--- src/hw/rtl/tcse_pkg.sv ---
`timescale 1ns / 1ps
package tcse_pkg;
   localparam int SLOTS = 8;
   localparam int SLOT_W = 3;
   localparam logic [31:0] INIT_SEQ = 32'hbeefcafe;
   localparam logic [15:0] PORT_BASE = 16'h8000;

   localparam logic [5:0] F_FIN = 6'd1;
   localparam logic [5:0] F_SYN = 6'd2;
   localparam logic [5:0] F_RST = 6'd4;
   localparam logic [5:0] F_ACK = 6'd16;

   localparam logic [1:0] OP_SEGMENT = 2'd0;
   localparam logic [1:0] OP_LISTEN  = 2'd1;
   localparam logic [1:0] OP_CONNECT = 2'd2;
   localparam logic [1:0] OP_CLOSE   = 2'd3;

   localparam logic [2:0] ST_CLOSED     = 3'd0;
   localparam logic [2:0] ST_LISTEN     = 3'd1;
   localparam logic [2:0] ST_SYN_SENT   = 3'd2;
   localparam logic [2:0] ST_SYN_RCVD   = 3'd3;
   localparam logic [2:0] ST_ESTAB      = 3'd4;
   localparam logic [2:0] ST_FIN_WAIT1  = 3'd5;
   localparam logic [2:0] ST_FIN_WAIT2  = 3'd6;
   localparam logic [2:0] ST_CLOSE_WAIT = 3'd7;

   localparam logic [2:0] N_NONE   = 3'd0;
   localparam logic [2:0] N_OPENED = 3'd1;
   localparam logic [2:0] N_FULL   = 3'd2;
   localparam logic [2:0] N_CONN   = 3'd3;
   localparam logic [2:0] N_DISC   = 3'd4;
   localparam logic [2:0] N_FREED  = 3'd5;

   // what the datapath does to a slot on the update step
   typedef struct packed {
      logic       wr_state;
      logic [2:0] state;
      logic       wr_peer;
      logic       set_expect;  // expect = seq + 1
      logic       inc_expect;
      logic       add_expect;  // expect += payload_len
      logic       set_send;    // send = init + 1
      logic       inc_send;
      logic       free;
   } upd_type;

   // one result beat
   typedef struct packed {
      logic       segment;
      logic       unmatched;
      logic       prev_seq;    // seq field is the slot send number minus one
      logic [5:0] flags;
      logic [2:0] notice;
      logic       last;
   } emit_type;

   typedef struct packed {
      logic                found;
      logic [SLOT_W-1:0]   slot;
      logic                free_found;
      logic [SLOT_W-1:0]   free_slot;
      logic                used;
      logic [2:0]          state;
      logic                seq_match;
   } status_type;
endpackage

--- src/hw/rtl/tcp_connection_state_engine.sv ---
`timescale 1ns / 1ps
// Connection table engine for eight TCP slots. Each request beat (segment header, listen,
// connect or close) is accepted, matched and then used to update its slot, after which its
// result beats (at most three) are sent one at a time and the block returns to idle; a new
// request waits until then, and output stalls hold the block in the result phase.
// Results of one request come out in order with last marking the final beat.
module tcp_connection_state_engine (
   input  logic        clock,
   input  logic        reset,
   input  logic        csr_write_enable,
   input  logic [31:0] csr_own_address,
   input  logic        req_valid,
   output logic        req_stall,
   input  logic [1:0]  req_op,
   input  logic [31:0] req_peer_ip,
   input  logic [31:0] req_own_ip,
   input  logic [15:0] req_peer_port,
   input  logic [15:0] req_own_port,
   input  logic [31:0] req_seq_num,
   input  logic [31:0] req_ack_num,
   input  logic [5:0]  req_flags,
   input  logic [15:0] req_payload_len,
   input  logic [2:0]  req_slot,
   output logic        rsp_valid,
   input  logic        rsp_stall,
   output logic        rsp_send_segment,
   output logic [5:0]  rsp_seg_flags,
   output logic [31:0] rsp_seg_seq,
   output logic [31:0] rsp_seg_ack,
   output logic [15:0] rsp_seg_src_port,
   output logic [15:0] rsp_seg_dst_port,
   output logic [31:0] rsp_seg_dst_ip,
   output logic [2:0]  rsp_result_slot,
   output logic [2:0]  rsp_notice,
   output logic        rsp_last
);
   logic load, do_match, do_open, do_update, do_emit;
   tcse_pkg::upd_type upd;
   tcse_pkg::emit_type emit;
   tcse_pkg::status_type status;
   logic [5:0] flags;
   logic [1:0] op;

   tcse_control u_ctrl (
      .clock, .reset, .req_valid, .req_stall, .rsp_valid, .rsp_stall,
      .status, .flags, .op, .load, .do_match, .do_open, .do_update, .upd,
      .do_emit, .emit
   );

   tcse_datapath u_dp (
      .clock, .reset,
      .csr_write(csr_write_enable), .csr_data(csr_own_address),
      .load, .req_op, .req_peer_ip, .req_own_ip, .req_peer_port, .req_own_port,
      .req_seq_num, .req_ack_num, .req_flags, .req_payload_len, .req_slot,
      .do_match, .do_open, .do_update, .upd, .do_emit, .emit, .status, .flags, .op,
      .rsp_valid, .rsp_stall, .rsp_send_segment, .rsp_seg_flags, .rsp_seg_seq,
      .rsp_seg_ack, .rsp_seg_src_port, .rsp_seg_dst_port, .rsp_seg_dst_ip,
      .rsp_result_slot, .rsp_notice, .rsp_last
   );
endmodule

--- src/hw/rtl/tcse_datapath.sv ---
`timescale 1ns / 1ps
module tcse_datapath (
   input  logic                          clock,
   input  logic                          reset,
   input  logic                          csr_write,
   input  logic [31:0]                   csr_data,
   input  logic                          load,
   input  logic [1:0]                    req_op,
   input  logic [31:0]                   req_peer_ip,
   input  logic [31:0]                   req_own_ip,
   input  logic [15:0]                   req_peer_port,
   input  logic [15:0]                   req_own_port,
   input  logic [31:0]                   req_seq_num,
   input  logic [31:0]                   req_ack_num,
   input  logic [5:0]                    req_flags,
   input  logic [15:0]                   req_payload_len,
   input  logic [2:0]                    req_slot,
   input  logic                          do_match,
   input  logic                          do_open,
   input  logic                          do_update,
   input  tcse_pkg::upd_type             upd,
   input  logic                          do_emit,
   input  tcse_pkg::emit_type            emit,
   output tcse_pkg::status_type          status,
   output logic [5:0]                    flags,
   output logic [1:0]                    op,
   output logic                          rsp_valid,
   input  logic                          rsp_stall,
   output logic                          rsp_send_segment,
   output logic [5:0]                    rsp_seg_flags,
   output logic [31:0]                   rsp_seg_seq,
   output logic [31:0]                   rsp_seg_ack,
   output logic [15:0]                   rsp_seg_src_port,
   output logic [15:0]                   rsp_seg_dst_port,
   output logic [31:0]                   rsp_seg_dst_ip,
   output logic [2:0]                    rsp_result_slot,
   output logic [2:0]                    rsp_notice,
   output logic                          rsp_last
);
   localparam int SW = tcse_pkg::SLOT_W;

   logic [31:0] own_addr_ff;
   logic [15:0] next_port_ff;
   logic [tcse_pkg::SLOTS-1:0] used_ff;
   logic [2:0]  st_ff    [tcse_pkg::SLOTS];
   logic [15:0] oport_ff [tcse_pkg::SLOTS];
   logic [31:0] oip_ff   [tcse_pkg::SLOTS];
   logic [15:0] pport_ff [tcse_pkg::SLOTS];
   logic [31:0] pip_ff   [tcse_pkg::SLOTS];
   logic [31:0] snd_ff   [tcse_pkg::SLOTS];
   logic [31:0] exp_ff   [tcse_pkg::SLOTS];

   logic [1:0]  op_ff;
   logic [31:0] pip_in_ff, oip_in_ff, sq_ff, ak_ff;
   logic [15:0] pport_in_ff, oport_in_ff, plen_ff;
   logic [5:0]  fl_ff;
   logic [2:0]  slot_in_ff;
   logic        found_ff, free_found_ff;
   logic [SW-1:0] slot_ff, free_ff;

   logic          found_in, free_found_in;
   logic [SW-1:0] slot_in, free_in;

   logic        v_ff, snd_seg_ff, last_ff;
   logic [5:0]  ofl_ff;
   logic [31:0] oseq_ff, oack_ff, odip_ff;
   logic [15:0] osp_ff, odp_ff;
   logic [2:0]  oslot_ff, onote_ff;

   assign flags = fl_ff;
   assign op = op_ff;

   // highest matching slot wins
   always_comb begin
      found_in = 1'b0;
      slot_in = '0;
      free_found_in = 1'b0;
      free_in = '0;
      for (int i = 0; i < tcse_pkg::SLOTS; i++) begin
         if (used_ff[i] && oport_ff[i] == oport_in_ff && oip_ff[i] == oip_in_ff &&
             ((st_ff[i] == tcse_pkg::ST_LISTEN &&
               (fl_ff & (tcse_pkg::F_SYN | tcse_pkg::F_ACK)) == tcse_pkg::F_SYN) ||
              (pport_ff[i] == pport_in_ff && pip_ff[i] == pip_in_ff))) begin
            found_in = 1'b1;
            slot_in = SW'(i);
         end
      end
      for (int i = tcse_pkg::SLOTS - 1; i >= 0; i--) begin
         if (!used_ff[i]) begin
            free_found_in = 1'b1;
            free_in = SW'(i);
         end
      end
   end

   logic [SW-1:0] cur;
   always_comb begin
      cur = slot_ff;
      if (op_ff == tcse_pkg::OP_CLOSE) cur = slot_in_ff[SW-1:0];
      else if (op_ff != tcse_pkg::OP_SEGMENT) cur = free_ff;
   end

   logic close_ok;
   assign close_ok = ({1'b0, slot_in_ff} < 4'(tcse_pkg::SLOTS));

   always_comb begin
      status.found = found_ff;
      status.slot = slot_ff;
      status.free_found = free_found_ff;
      status.free_slot = free_ff;
      status.used = close_ok && used_ff[cur];
      status.state = st_ff[cur];
      status.seq_match = (sq_ff == exp_ff[cur]);
   end

   assign rsp_valid = v_ff;
   assign rsp_send_segment = snd_seg_ff;
   assign rsp_seg_flags = ofl_ff;
   assign rsp_seg_seq = oseq_ff;
   assign rsp_seg_ack = oack_ff;
   assign rsp_seg_src_port = osp_ff;
   assign rsp_seg_dst_port = odp_ff;
   assign rsp_seg_dst_ip = odip_ff;
   assign rsp_result_slot = oslot_ff;
   assign rsp_notice = onote_ff;
   assign rsp_last = last_ff;

   always_ff @(posedge clock) begin
      if (reset) begin
         own_addr_ff <= '0;
         next_port_ff <= tcse_pkg::PORT_BASE;
         used_ff <= '0;
         v_ff <= 1'b0;
      end else begin
         if (csr_write) own_addr_ff <= csr_data;
         if (v_ff && !rsp_stall) v_ff <= 1'b0;
         if (do_emit) v_ff <= 1'b1;
         if (do_open) begin
            used_ff[free_ff] <= 1'b1;
            if (op_ff == tcse_pkg::OP_CONNECT) next_port_ff <= next_port_ff + 16'd1;
         end
         if (do_update && upd.free) used_ff[cur] <= 1'b0;
      end
   end

   always_ff @(posedge clock) begin
      if (load) begin
         op_ff <= req_op;
         pip_in_ff <= req_peer_ip;
         oip_in_ff <= req_own_ip;
         pport_in_ff <= req_peer_port;
         oport_in_ff <= req_own_port;
         sq_ff <= req_seq_num;
         ak_ff <= req_ack_num;
         fl_ff <= req_flags;
         plen_ff <= req_payload_len;
         slot_in_ff <= req_slot;
      end
      if (do_match) begin
         found_ff <= found_in;
         slot_ff <= slot_in;
         free_found_ff <= free_found_in;
         free_ff <= free_in;
      end
      if (do_open) begin
         oip_ff[free_ff] <= own_addr_ff;
         exp_ff[free_ff] <= '0;
         if (op_ff == tcse_pkg::OP_CONNECT) begin
            st_ff[free_ff] <= tcse_pkg::ST_SYN_SENT;
            oport_ff[free_ff] <= next_port_ff;
            pport_ff[free_ff] <= pport_in_ff;
            pip_ff[free_ff] <= pip_in_ff;
            snd_ff[free_ff] <= tcse_pkg::INIT_SEQ;
         end else begin
            st_ff[free_ff] <= tcse_pkg::ST_LISTEN;
            oport_ff[free_ff] <= oport_in_ff;
            pport_ff[free_ff] <= '0;
            pip_ff[free_ff] <= '0;
            snd_ff[free_ff] <= '0;
         end
      end
      if (do_update) begin
         if (upd.wr_state) st_ff[cur] <= upd.state;
         if (upd.wr_peer) begin
            pport_ff[cur] <= pport_in_ff;
            pip_ff[cur] <= pip_in_ff;
         end
         if (upd.set_expect) exp_ff[cur] <= sq_ff + 32'd1;
         else if (upd.inc_expect) exp_ff[cur] <= exp_ff[cur] + 32'd1;
         else if (upd.add_expect) exp_ff[cur] <= exp_ff[cur] + {16'd0, plen_ff};
         if (upd.set_send) snd_ff[cur] <= tcse_pkg::INIT_SEQ + 32'd1;
         else if (upd.inc_send) snd_ff[cur] <= snd_ff[cur] + 32'd1;
      end
      if (do_emit) begin
         snd_seg_ff <= emit.segment;
         ofl_ff <= emit.flags;
         onote_ff <= emit.notice;
         last_ff <= emit.last;
         if (emit.unmatched) begin
            oseq_ff <= ak_ff;
            oack_ff <= sq_ff + 32'd1;
            osp_ff <= oport_in_ff;
            odp_ff <= pport_in_ff;
            odip_ff <= pip_in_ff;
            oslot_ff <= '0;
         end else begin
            oslot_ff <= (emit.notice == tcse_pkg::N_FULL) ? 3'd0 : 3'(cur);
            if (emit.segment) begin
               oseq_ff <= emit.prev_seq ? snd_ff[cur] - 32'd1 : snd_ff[cur];
               oack_ff <= exp_ff[cur];
               osp_ff <= oport_ff[cur];
               odp_ff <= pport_ff[cur];
               odip_ff <= pip_ff[cur];
            end else begin
               oseq_ff <= '0;
               oack_ff <= '0;
               osp_ff <= '0;
               odp_ff <= '0;
               odip_ff <= '0;
            end
         end
      end
   end
endmodule

--- src/hw/rtl/tcse_control.sv ---
`timescale 1ns / 1ps
module tcse_control (
   input  logic                   clock,
   input  logic                   reset,
   input  logic                   req_valid,
   output logic                   req_stall,
   input  logic                   rsp_valid,
   input  logic                   rsp_stall,
   input  tcse_pkg::status_type   status,
   input  logic [5:0]             flags,
   input  logic [1:0]             op,
   output logic                   load,
   output logic                   do_match,
   output logic                   do_open,
   output logic                   do_update,
   output tcse_pkg::upd_type      upd,
   output logic                   do_emit,
   output tcse_pkg::emit_type     emit
);
   typedef enum logic [2:0] {S_IDLE, S_MATCH, S_PLAN, S_EMIT} state_type;

   state_type state_ff, state_in;
   tcse_pkg::emit_type q_ff [4];
   tcse_pkg::emit_type q_in [4];
   logic [2:0] cnt_ff, cnt_in, idx_ff, idx_in;

   tcse_pkg::upd_type u;
   tcse_pkg::emit_type e [4];
   logic [2:0] n;
   logic [5:0] sfa;
   logic [2:0] st;
   logic rst_out, data, closed, early;

   function automatic tcse_pkg::emit_type mk_seg(input logic [5:0] f);
      tcse_pkg::emit_type r;
      r = '0;
      r.segment = 1'b1;
      r.flags = f;
      return r;
   endfunction

   function automatic tcse_pkg::emit_type mk_note(input logic [2:0] c);
      tcse_pkg::emit_type r;
      r = '0;
      r.notice = c;
      return r;
   endfunction

   // work out the slot update and the result list for one item
   always_comb begin
      u = '0;
      for (int i = 0; i < 4; i++) e[i] = '0;
      n = 3'd0;
      rst_out = 1'b0;
      data = 1'b0;
      early = 1'b0;
      st = status.state;
      sfa = flags & (tcse_pkg::F_SYN | tcse_pkg::F_FIN | tcse_pkg::F_ACK);
      closed = 1'b0;
      case (op)
         tcse_pkg::OP_SEGMENT: begin
            if (!status.found) begin
               if (!flags[2]) begin
                  e[0] = mk_seg(tcse_pkg::F_RST);
                  e[0].unmatched = 1'b1;
                  n = 3'd1;
               end
            end else begin
               if (flags[2]) begin
                  e[0] = mk_note(tcse_pkg::N_DISC);
                  n = 3'd1;
                  closed = 1'b1;
               end else begin
                  case (sfa)
                     tcse_pkg::F_SYN: begin
                        if (st == tcse_pkg::ST_LISTEN) begin
                           u.wr_state = 1'b1;
                           u.state = tcse_pkg::ST_SYN_RCVD;
                           u.wr_peer = 1'b1;
                           u.set_expect = 1'b1;
                           u.set_send = 1'b1;
                           // slot send lands at init + 1, the syn-ack carries init
                           e[0] = mk_seg(tcse_pkg::F_SYN | tcse_pkg::F_ACK);
                           e[0].prev_seq = 1'b1;
                           n = 3'd1;
                        end else rst_out = 1'b1;
                     end
                     tcse_pkg::F_SYN | tcse_pkg::F_ACK: begin
                        if (st == tcse_pkg::ST_SYN_SENT) begin
                           u.wr_state = 1'b1;
                           u.state = tcse_pkg::ST_ESTAB;
                           u.set_expect = 1'b1;
                           u.inc_send = 1'b1;
                           e[0] = mk_seg(tcse_pkg::F_ACK);
                           e[1] = mk_note(tcse_pkg::N_CONN);
                           n = 3'd2;
                        end else rst_out = 1'b1;
                     end
                     tcse_pkg::F_SYN | tcse_pkg::F_FIN,
                     tcse_pkg::F_SYN | tcse_pkg::F_FIN | tcse_pkg::F_ACK: rst_out = 1'b1;
                     tcse_pkg::F_FIN, tcse_pkg::F_FIN | tcse_pkg::F_ACK: begin
                        if (st == tcse_pkg::ST_ESTAB) begin
                           u.wr_state = 1'b1;
                           u.state = tcse_pkg::ST_CLOSE_WAIT;
                           u.inc_expect = 1'b1;
                           e[0] = mk_seg(tcse_pkg::F_ACK);
                           e[1] = mk_seg(tcse_pkg::F_FIN | tcse_pkg::F_ACK);
                           e[2] = mk_note(tcse_pkg::N_DISC);
                           n = 3'd3;
                        end else if (st == tcse_pkg::ST_CLOSE_WAIT) begin
                           closed = 1'b1;
                        end else if (st == tcse_pkg::ST_FIN_WAIT1 ||
                                     st == tcse_pkg::ST_FIN_WAIT2) begin
                           closed = 1'b1;
                           u.inc_expect = 1'b1;
                           e[0] = mk_seg(tcse_pkg::F_ACK);
                           e[1] = mk_note(tcse_pkg::N_DISC);
                           n = 3'd2;
                        end else rst_out = 1'b1;
                     end
                     tcse_pkg::F_ACK: begin
                        if (st == tcse_pkg::ST_SYN_RCVD) begin
                           u.wr_state = 1'b1;
                           u.state = tcse_pkg::ST_ESTAB;
                           e[0] = mk_note(tcse_pkg::N_CONN);
                           n = 3'd1;
                           early = 1'b1;
                        end else if (st == tcse_pkg::ST_FIN_WAIT1) begin
                           u.wr_state = 1'b1;
                           u.state = tcse_pkg::ST_FIN_WAIT2;
                           early = 1'b1;
                        end else if (st == tcse_pkg::ST_CLOSE_WAIT) begin
                           closed = 1'b1;
                        end else if (flags != tcse_pkg::F_ACK) data = 1'b1;
                     end
                     default: data = 1'b1;
                  endcase
                  if (data) begin
                     if (status.seq_match) begin
                        u.add_expect = 1'b1;
                        e[0] = mk_seg(tcse_pkg::F_ACK);
                        n = 3'd1;
                     end else rst_out = 1'b1;
                  end
               end
               if (rst_out) begin
                  e[n[1:0]] = mk_seg(tcse_pkg::F_RST);
                  n = n + 3'd1;
               end
               if (closed && !early) begin
                  u.wr_state = 1'b1;
                  u.state = tcse_pkg::ST_CLOSED;
                  u.free = 1'b1;
                  e[n[1:0]] = mk_note(tcse_pkg::N_FREED);
                  n = n + 3'd1;
               end
            end
         end
         tcse_pkg::OP_LISTEN, tcse_pkg::OP_CONNECT: begin
            if (!status.free_found) begin
               e[0] = mk_note(tcse_pkg::N_FULL);
               n = 3'd1;
            end else if (op == tcse_pkg::OP_CONNECT) begin
               e[0] = mk_seg(tcse_pkg::F_SYN);
               e[1] = mk_note(tcse_pkg::N_OPENED);
               n = 3'd2;
            end else begin
               e[0] = mk_note(tcse_pkg::N_OPENED);
               n = 3'd1;
            end
         end
         default: begin
            if (status.used) begin
               u.wr_state = 1'b1;
               u.state = tcse_pkg::ST_FIN_WAIT1;
               u.inc_send = 1'b1;
               // fin carries the send number from before the bump
               e[0] = mk_seg(tcse_pkg::F_FIN | tcse_pkg::F_ACK);
               e[0].prev_seq = 1'b1;
               n = 3'd1;
            end
         end
      endcase
   end

   logic out_free;
   assign out_free = !rsp_valid || !rsp_stall;
   assign req_stall = (state_ff != S_IDLE);
   assign load = req_valid && state_ff == S_IDLE;
   assign do_match = (state_ff == S_MATCH);
   assign do_open = (state_ff == S_PLAN) && op != tcse_pkg::OP_SEGMENT &&
                    op != tcse_pkg::OP_CLOSE && status.free_found;
   assign do_update = (state_ff == S_PLAN);
   // results read the slot after the update
   assign do_emit = (state_ff == S_EMIT && out_free && idx_ff < cnt_ff);
   assign emit = q_ff[idx_ff[1:0]];

   always_comb begin
      upd = u;
   end

   always_comb begin
      state_in = state_ff;
      cnt_in = cnt_ff;
      idx_in = idx_ff;
      for (int i = 0; i < 4; i++) q_in[i] = q_ff[i];
      case (state_ff)
         S_IDLE: if (req_valid) state_in = S_MATCH;
         S_MATCH: state_in = S_PLAN;
         S_PLAN: begin
            for (int i = 0; i < 4; i++) q_in[i] = e[i];
            if (n != 3'd0) q_in[n[1:0] - 2'd1].last = 1'b1;
            cnt_in = n;
            idx_in = 3'd0;
            state_in = S_EMIT;
         end
         S_EMIT: begin
            if (idx_ff >= cnt_ff) state_in = S_IDLE;
            else if (out_free) idx_in = idx_ff + 3'd1;
         end
         default: state_in = S_IDLE;
      endcase
   end

   always_ff @(posedge clock) begin
      if (reset) begin
         state_ff <= S_IDLE;
         cnt_ff <= '0;
         idx_ff <= '0;
      end else begin
         state_ff <= state_in;
         cnt_ff <= cnt_in;
         idx_ff <= idx_in;
      end
      for (int i = 0; i < 4; i++) q_ff[i] <= q_in[i];
   end
endmodule

--- config.mk ---
export PLATFORM = sky130hd
export DESIGN_NAME = tcp_connection_state_engine
export DESIGN_NICKNAME = d
export VERILOG_FILES = /design/src/hw/rtl/tcse_pkg.sv /design/src/hw/rtl/tcp_connection_state_engine.sv /design/src/hw/rtl/tcse_datapath.sv /design/src/hw/rtl/tcse_control.sv
export SDC_FILE = /design/constraint.sdc
export NUM_CORES = 2
export LEC_CHECK = 0
export ABC_AREA = 1
export BUFFER_PORTS_ARGS = -buffer_cell sky130_fd_sc_hd__buf_2
export CAP_MARGIN = 20
export CELL_PAD_IN_SITES_DETAIL_PLACEMENT = 1
export CELL_PAD_IN_SITES_GLOBAL_PLACEMENT = 2
export CORE_ASPECT_RATIO = 1.1
export CORE_UTILIZATION = 44
export DETAILED_ROUTE_END_ITERATION = 16
export PLACE_DENSITY_LB_ADDON = 0.2
export SETUP_SLACK_MARGIN = 0.1
export SYNTH_ARGS = -nofsm -noshare
export SYNTH_HDL_FRONTEND = slang
export SYNTH_HIERARCHICAL = 1
export SYNTH_SLANG_ARGS = --single-unit
--- constraint.sdc ---
create_clock -name clock -period 20.3 [get_ports clock]
set_input_delay 2.03 -clock clock [delete_from_list [all_inputs] [get_ports clock]]
set_output_delay 2.03 -clock clock [all_outputs]
set_load 0.03 [all_outputs]
# Yosys cells after proc, flatten, opt, wreduce, memory -nomap -nowiden
# Memories as Yosys holds them, arrays and structs flattened. A register that Yosys moved wholly into a read port is not among the register bits.
# Cells that the tools add are included.
# Widths: inputs -> output; s select.
dict set report word_totals {
  regBits 403
  ramBits 1356
  input_bits 224
  wordCells 477
  mem_count 8
}
# memory depth word_bits read_ports rd_ports_with_merged_regs write_ports line
set mem_list {}
lappend mem_list {u_dp.exp_ff 8 32 1 0 1 tcse_datapath.sv:51} ;# logic [31:0] exp_ff [tcse_pkg::SLOTS];
lappend mem_list {u_dp.oip_ff 8 32 8 0 1 tcse_datapath.sv:47} ;# logic [31:0] oip_ff [tcse_pkg::SLOTS];
lappend mem_list {u_dp.pip_ff 8 32 9 0 1 tcse_datapath.sv:49} ;# logic [31:0] pip_ff [tcse_pkg::SLOTS];
lappend mem_list {u_dp.snd_ff 8 32 1 0 1 tcse_datapath.sv:50} ;# logic [31:0] snd_ff [tcse_pkg::SLOTS];
lappend mem_list {u_dp.oport_ff 8 16 9 0 1 tcse_datapath.sv:46} ;# logic [15:0] oport_ff [tcse_pkg::SLOTS];
lappend mem_list {u_dp.pport_ff 8 16 9 0 1 tcse_datapath.sv:48} ;# logic [15:0] pport_ff [tcse_pkg::SLOTS];
lappend mem_list {{2 more memories} -- -- -- -- -- --}
dict set report classes {
  addsub 10
  order_cmp 12
  n_eq_ne 70
  muxes 229
  bitwise 20
  reduce_logical 93
}
# operator n
set ops {}
lappend ops {{$eq 32x32->1} 17}
lappend ops {{$mux 32} 15}
lappend ops {{$mux 52} 6}
lappend ops {{$eq 16x16->1} 16}
lappend ops {{$mux 26} 8}
lappend ops {{$mux 13} 15}
lappend ops {{$mux 16} 7}
lappend ops {{$mux 1} 98}
lappend ops {{$add 32x1->32 const B} 3}
lappend ops {{$mux 3} 32}
lappend ops {{$reduce_or 32->1} 3}
lappend ops {{$and 44x44->44} 2}
lappend ops {{$not 44->44} 2}
lappend ops {{$demux 13 s2} 3}
lappend ops {{$pmux 13 s2} 3}
lappend ops {{$logic_and 1x1->1} 54}
lappend ops {{$bwmux 52} 1}
lappend ops {{$pmux 13 s4} 1}
lappend ops {{$mux 39} 1}
lappend ops {{$eq 3x1->1 const B} 11}
lappend ops {{$add 32x16->32} 1}
lappend ops {{$sub 32x1->32 const B} 1}
lappend ops {{$mux 4} 7}
lappend ops {{$eq 3x3->1 const B} 8}
lappend ops {{51 further kinds} 119}

# Longest topological paths before layout
# An unclocked memory read counts as a cell.
dict set report logic_depth {
  depth_word 33
  mapped_depth 34
}

# Cells and area by module
# Netlist, hierarchy kept.
# module n_inst cells_each area_each_um2 seq_area_each_um2
set by_module_without_submodules {}
lappend by_module_without_submodules {tcse_datapath 1 8246 82474.1 50418.4}
lappend by_module_without_submodules {tcse_control 1 326 2503.7 950.9}

# Worst setup path after synthesis
# Ideal clock, no wire load.
dict set report synth_path {
  path_type {in2reg}
  start {input port rsp_stall}
  end {register u_dp.last_ff, in the netlist u_dp/rsp_last (enable)}
  arrival_time_ps 8071
  t_required_ps 19653
  setup_slack_ps 11583
  path_stages 3
  n_path_buf 0
  path_cell_list {nand2_1 > nand2_1 > nor2_1}
}
dict set report synth_between {
  elab_chain_len 4
}
# item line
set synth_rtl {}
lappend synth_rtl {{start, declared} tcp_connection_state_engine.sv:25} ;# input logic rsp_stall,
lappend synth_rtl {{$logic_not 1->1} tcse_control.sv:187} ;# assign out_free = !rsp_valid || !rsp_stall;
lappend synth_rtl {{$logic_or 1x1->1} tcse_control.sv:187}
lappend synth_rtl {{$logic_and 1x1->1 (2 in series)} tcse_control.sv:195} ;# assign do_emit = (state_ff == S_EMIT && out_free && idx_ff < cnt_ff);
lappend synth_rtl {{net do_emit} tcp_connection_state_engine.sv:37} ;# logic load, do_match, do_open, do_update, do_emit;
lappend synth_rtl {{end signal, assigned} tcse_datapath.sv:198} ;# last_ff <= emit.last;
lappend synth_rtl {{end, declared} tcse_datapath.sv:64} ;# logic v_ff, snd_seg_ff, last_ff;
# The timed path passes the listed nets, and every way through them passes these cells.
# A chain may end at the register's enable or synchronous reset.

==> run metrics <==
status=completed; most frequent cells in the layout=nand2_1, edfxtp_1, nor2_1, inv_1, o21ai_0; row count=168; Starting Density=between 40 and 50%; 1st-pass router iterations=6; DR iter-0 viols=about 7.6k; DPL Wire Length=244,000 um; Cells after Synth=8,572; vias post-DR=69.9k; Worst R2R End=u_dp/snd_ff[7][3]$_DFFE_PP_; Top Ports=368; number of library cell types mapped by synthesis=76; flop2flop setup slack=approximately 12,000 ps; crit-path cells=nor2_1 -> nor2_2 -> a21oi_4 -> buf_4 -> clkinv_2 -> buf_4 -> nand3_4 -> clkinv_1 -> buf_4 -> a22oi_1 -> nand3_1 -> nor3_1 -> nand2_1 -> nor2_1 -> inv_1 -> o21ai_0 -> o21ai_2 -> nor2_2 -> inv_2 -> nand2_1 -> o21ai_0; synthesized area per cell=9.91 um^2; PostCTS Resize Cnt=0; Total GRT Usage=36.1%; vias in the first global route=69.9k; pin count of the biggest net entering global routing=180; Core ar.=between 150,000 and 200,000 um^2; final setup fails=0; max_slew headroom=20.4%; Placer Congestion=around 0.99; CTS hold repair buffers=0; worst hold stages=2; RSZ-0062 raised after global routing=false; final net count=9,059; Synth Area in Adders=0.642%; WL per Instance=31.3 um; Fmax=0.116 GHz; H-tree Lvls=4; first-pass GRT wire length=506,000 um; Slew Viols, Final=0; IO Port Bufs=roughly 370; main combinational cell family by area after synthesis=simple AND/OR/NAND/NOR gates; DR DRC count=0; most used cell, CP=buf_4; postcts setup bufs=0; Fin Setup TNS=0 ps; Seq/Total Area, Yosys=60.5%; Yosys Warn Count=6; Max Cap Viol=0; VDD IR-drop max=0.118 mV; mux contribution to synthesized area=0%; Die H=roughly 460 um; Req. time, crit path=20,830 ps; number of synthesized register bits=1,733; Power, Total=12.2 mW; synthesized area=85,000 um^2; Routed WL=360,000 um; remaining antenna violation count=0; multi-input logic area=29,400 um^2; Simple-Gate Fraction of Synth Area=roughly a fifth; Storage cell area=51,400 um^2; DIE AREA=about 190,000 um^2; ys async rst share=0%; slowest stage cell, crit path=nor2_2; CTS tree=yes; Hold Vio Cnt, Final=0; Area Growth Syn to Fin=12.2%; Worst Path Max Fanout=36; Hold Path End=u_dp/next_port_ff[1]$_SDFFE_PP0P_; TritonCTS Buffers=185; GRT overflow=0; Crit. End Element=flip-flop; Synth Area in XOR/XNOR=~4.5%; hold_sp=u_dp/next_port_ff[1]$_SDFFE_PP0P_; HP Class=flip-flop to flip-flop; post-synthesis compound-gate area fraction=9.83%; initial antenna violation count=19; commonest non-fill, non-tap cell in the layout=nand2_1; crit start category=flip-flop; Leak=34.3 nW; Clock Latency Late Sink=approximately 860 ps; Reg-to-Reg Start=u_dp/op[1]$_DFFE_PP_; CTS clk-pin slew, worst paths=70 ps; Arr. time, crit path=9180 ps; share of layout cells above drive strength 1=11.5%; slowest cell delay on critical path=between 1000 and 1500 ps; post-route minimum period=roughly 8600 ps; crit share post-route=a little over two fifths; Clock Skew=around 37 ps; Bufs on Longest Clock Path=3; Die Width=approximately 420 um; ys flop type=edfxtp_1; R2R depth=21; Vias/cell=6.07; PwrDens=around 130 nW/um^2; Worst-Margin Slew=1180 ps; EDFF count, synth=1,666; fillers=21.3k; crit path kind=flip-flop to flip-flop; clock root cell=clkbuf_16; Clock Sinks=1,733
## cells in the mapped netlist (all sizes together), types with 19 or more instances
cell / n / area (um^2)
a21oi: 222 / 1140
a221oi: 61 / 534
a22o: 19 / 166
buf: 179 / 1090
clkbuf: 268 / 1010
clkinv: 24 / 90.1
dfxtp: 67 / 1340
edfxtp: 1666 / 50000
ha: 42 / 526
inv: 645 / 2430
nand2: 2081 / 7930
nand3: 209 / 1180
nand3b: 47 / 353
nand4: 143 / 895
nor2: 1174 / 4530
nor3: 41 / 225
nor4: 80 / 500
o2111ai: 67 / 587
o211ai: 25 / 188
o21ai: 584 / 2960
o221ai: 33 / 289
o22ai: 237 / 1480
o41ai: 27 / 236
or2: 64 / 400
xnor2: 342 / 3000
xor2: 97 / 850
## registers in the layout, summed over array words and instances, names as in the netlist, 128 cells and up, named ones only
signal         flops
u_dp/oip_ff      256
u_dp/oport_ff    128
u_dp/pip_ff      256
u_dp/pport_ff    128
u_dp/snd_ff      256
u_dp/exp_ff      256
## where the power goes
group	internal, mW	switching (mW)	leakage (nW)
sequential	4.34	0.282	15.3
combinational	0.981	3.17	16.1
clock	1.94	1.49	2.94
total	7.26	4.94	34.3
## worst max-delay path, delay by kind of cell, from the launching register on
kind                   cells  cell delay, ps
AND/OR/NAND/NOR            9            3790
AO/OA/AOI/OAI              5            1260
flip-flops                 1             500
buffers and inverters      7            2680
## layout make-up
type                    instances  share of cell area [%]
inverters                     669                    2.65
clock inverters               113                    1.18
clock buffers                 225                    5.15
repair buffers                479                    2.90
well taps                    2550                    3.35
flip-flops and latches       1733                    53.9
diodes                          7                  0.0184
multi-input cells            5724                    30.9
## per-layer routing
metal	GRT usage (%)	vias to the layer above	part of all wire, %	wire length (um)
li1	-	30000	-	-
met1	46.8	35500	39	140000
met3	5.39	826	8.2	29500
met5	0	-	0.012	43
met4	20.3	8	6.2	22300
met2	57.8	3565	47	168000
## cell families after synthesis
family	Yosys count
compound gates	1370
fa+ha+maj	43
simple gates	3870
other cells	1
buf+inv	1116
flops	1733
xor+xnor	439
## how the worst max path moves through the flow
stage / start / end / slack [ps] / depth (start not counted)
2_1_floorplan: rsp_stall / u_dp/rsp_last$_DFFE_PP_ / 11580 / 3
3_3_place_gp: u_dp/op[1]$_DFFE_PP_ / u_dp/snd_ff[7][3]$_DFFE_PP_ / 12020 / 21
3_5_place_dp: u_dp/op[1]$_DFFE_PP_ / u_dp/snd_ff[7][3]$_DFFE_PP_ / 11820 / 21
4_1_cts: u_dp/op[1]$_DFFE_PP_ / u_dp/snd_ff[7][3]$_DFFE_PP_ / 11800 / 21
5_1_grt: u_dp/op[0]$_DFFE_PP_ / u_dp/snd_ff[7][2]$_DFFE_PP_ / 11360 / 23
6_report: u_dp/op[1]$_DFFE_PP_ / u_dp/snd_ff[7][3]$_DFFE_PP_ / 11650 / 21
## through the flow
stage                     instance area (um^2)  hold slack [ps]  util, %  worst slack, ps  std cells
final                                    95400              518     49.8            11650      11500
after global routing                     95300              535     49.8            11360      11500
after CTS                                95300              512     49.8            11800      11500
after detailed placement                 89200              503     46.6            11820      11100
after global placement                   89200              486     46.6            12020      11100
after floorplan                          85000              455        -            11580       8573
Note: power is estimated with default switching activity, not from simulation.
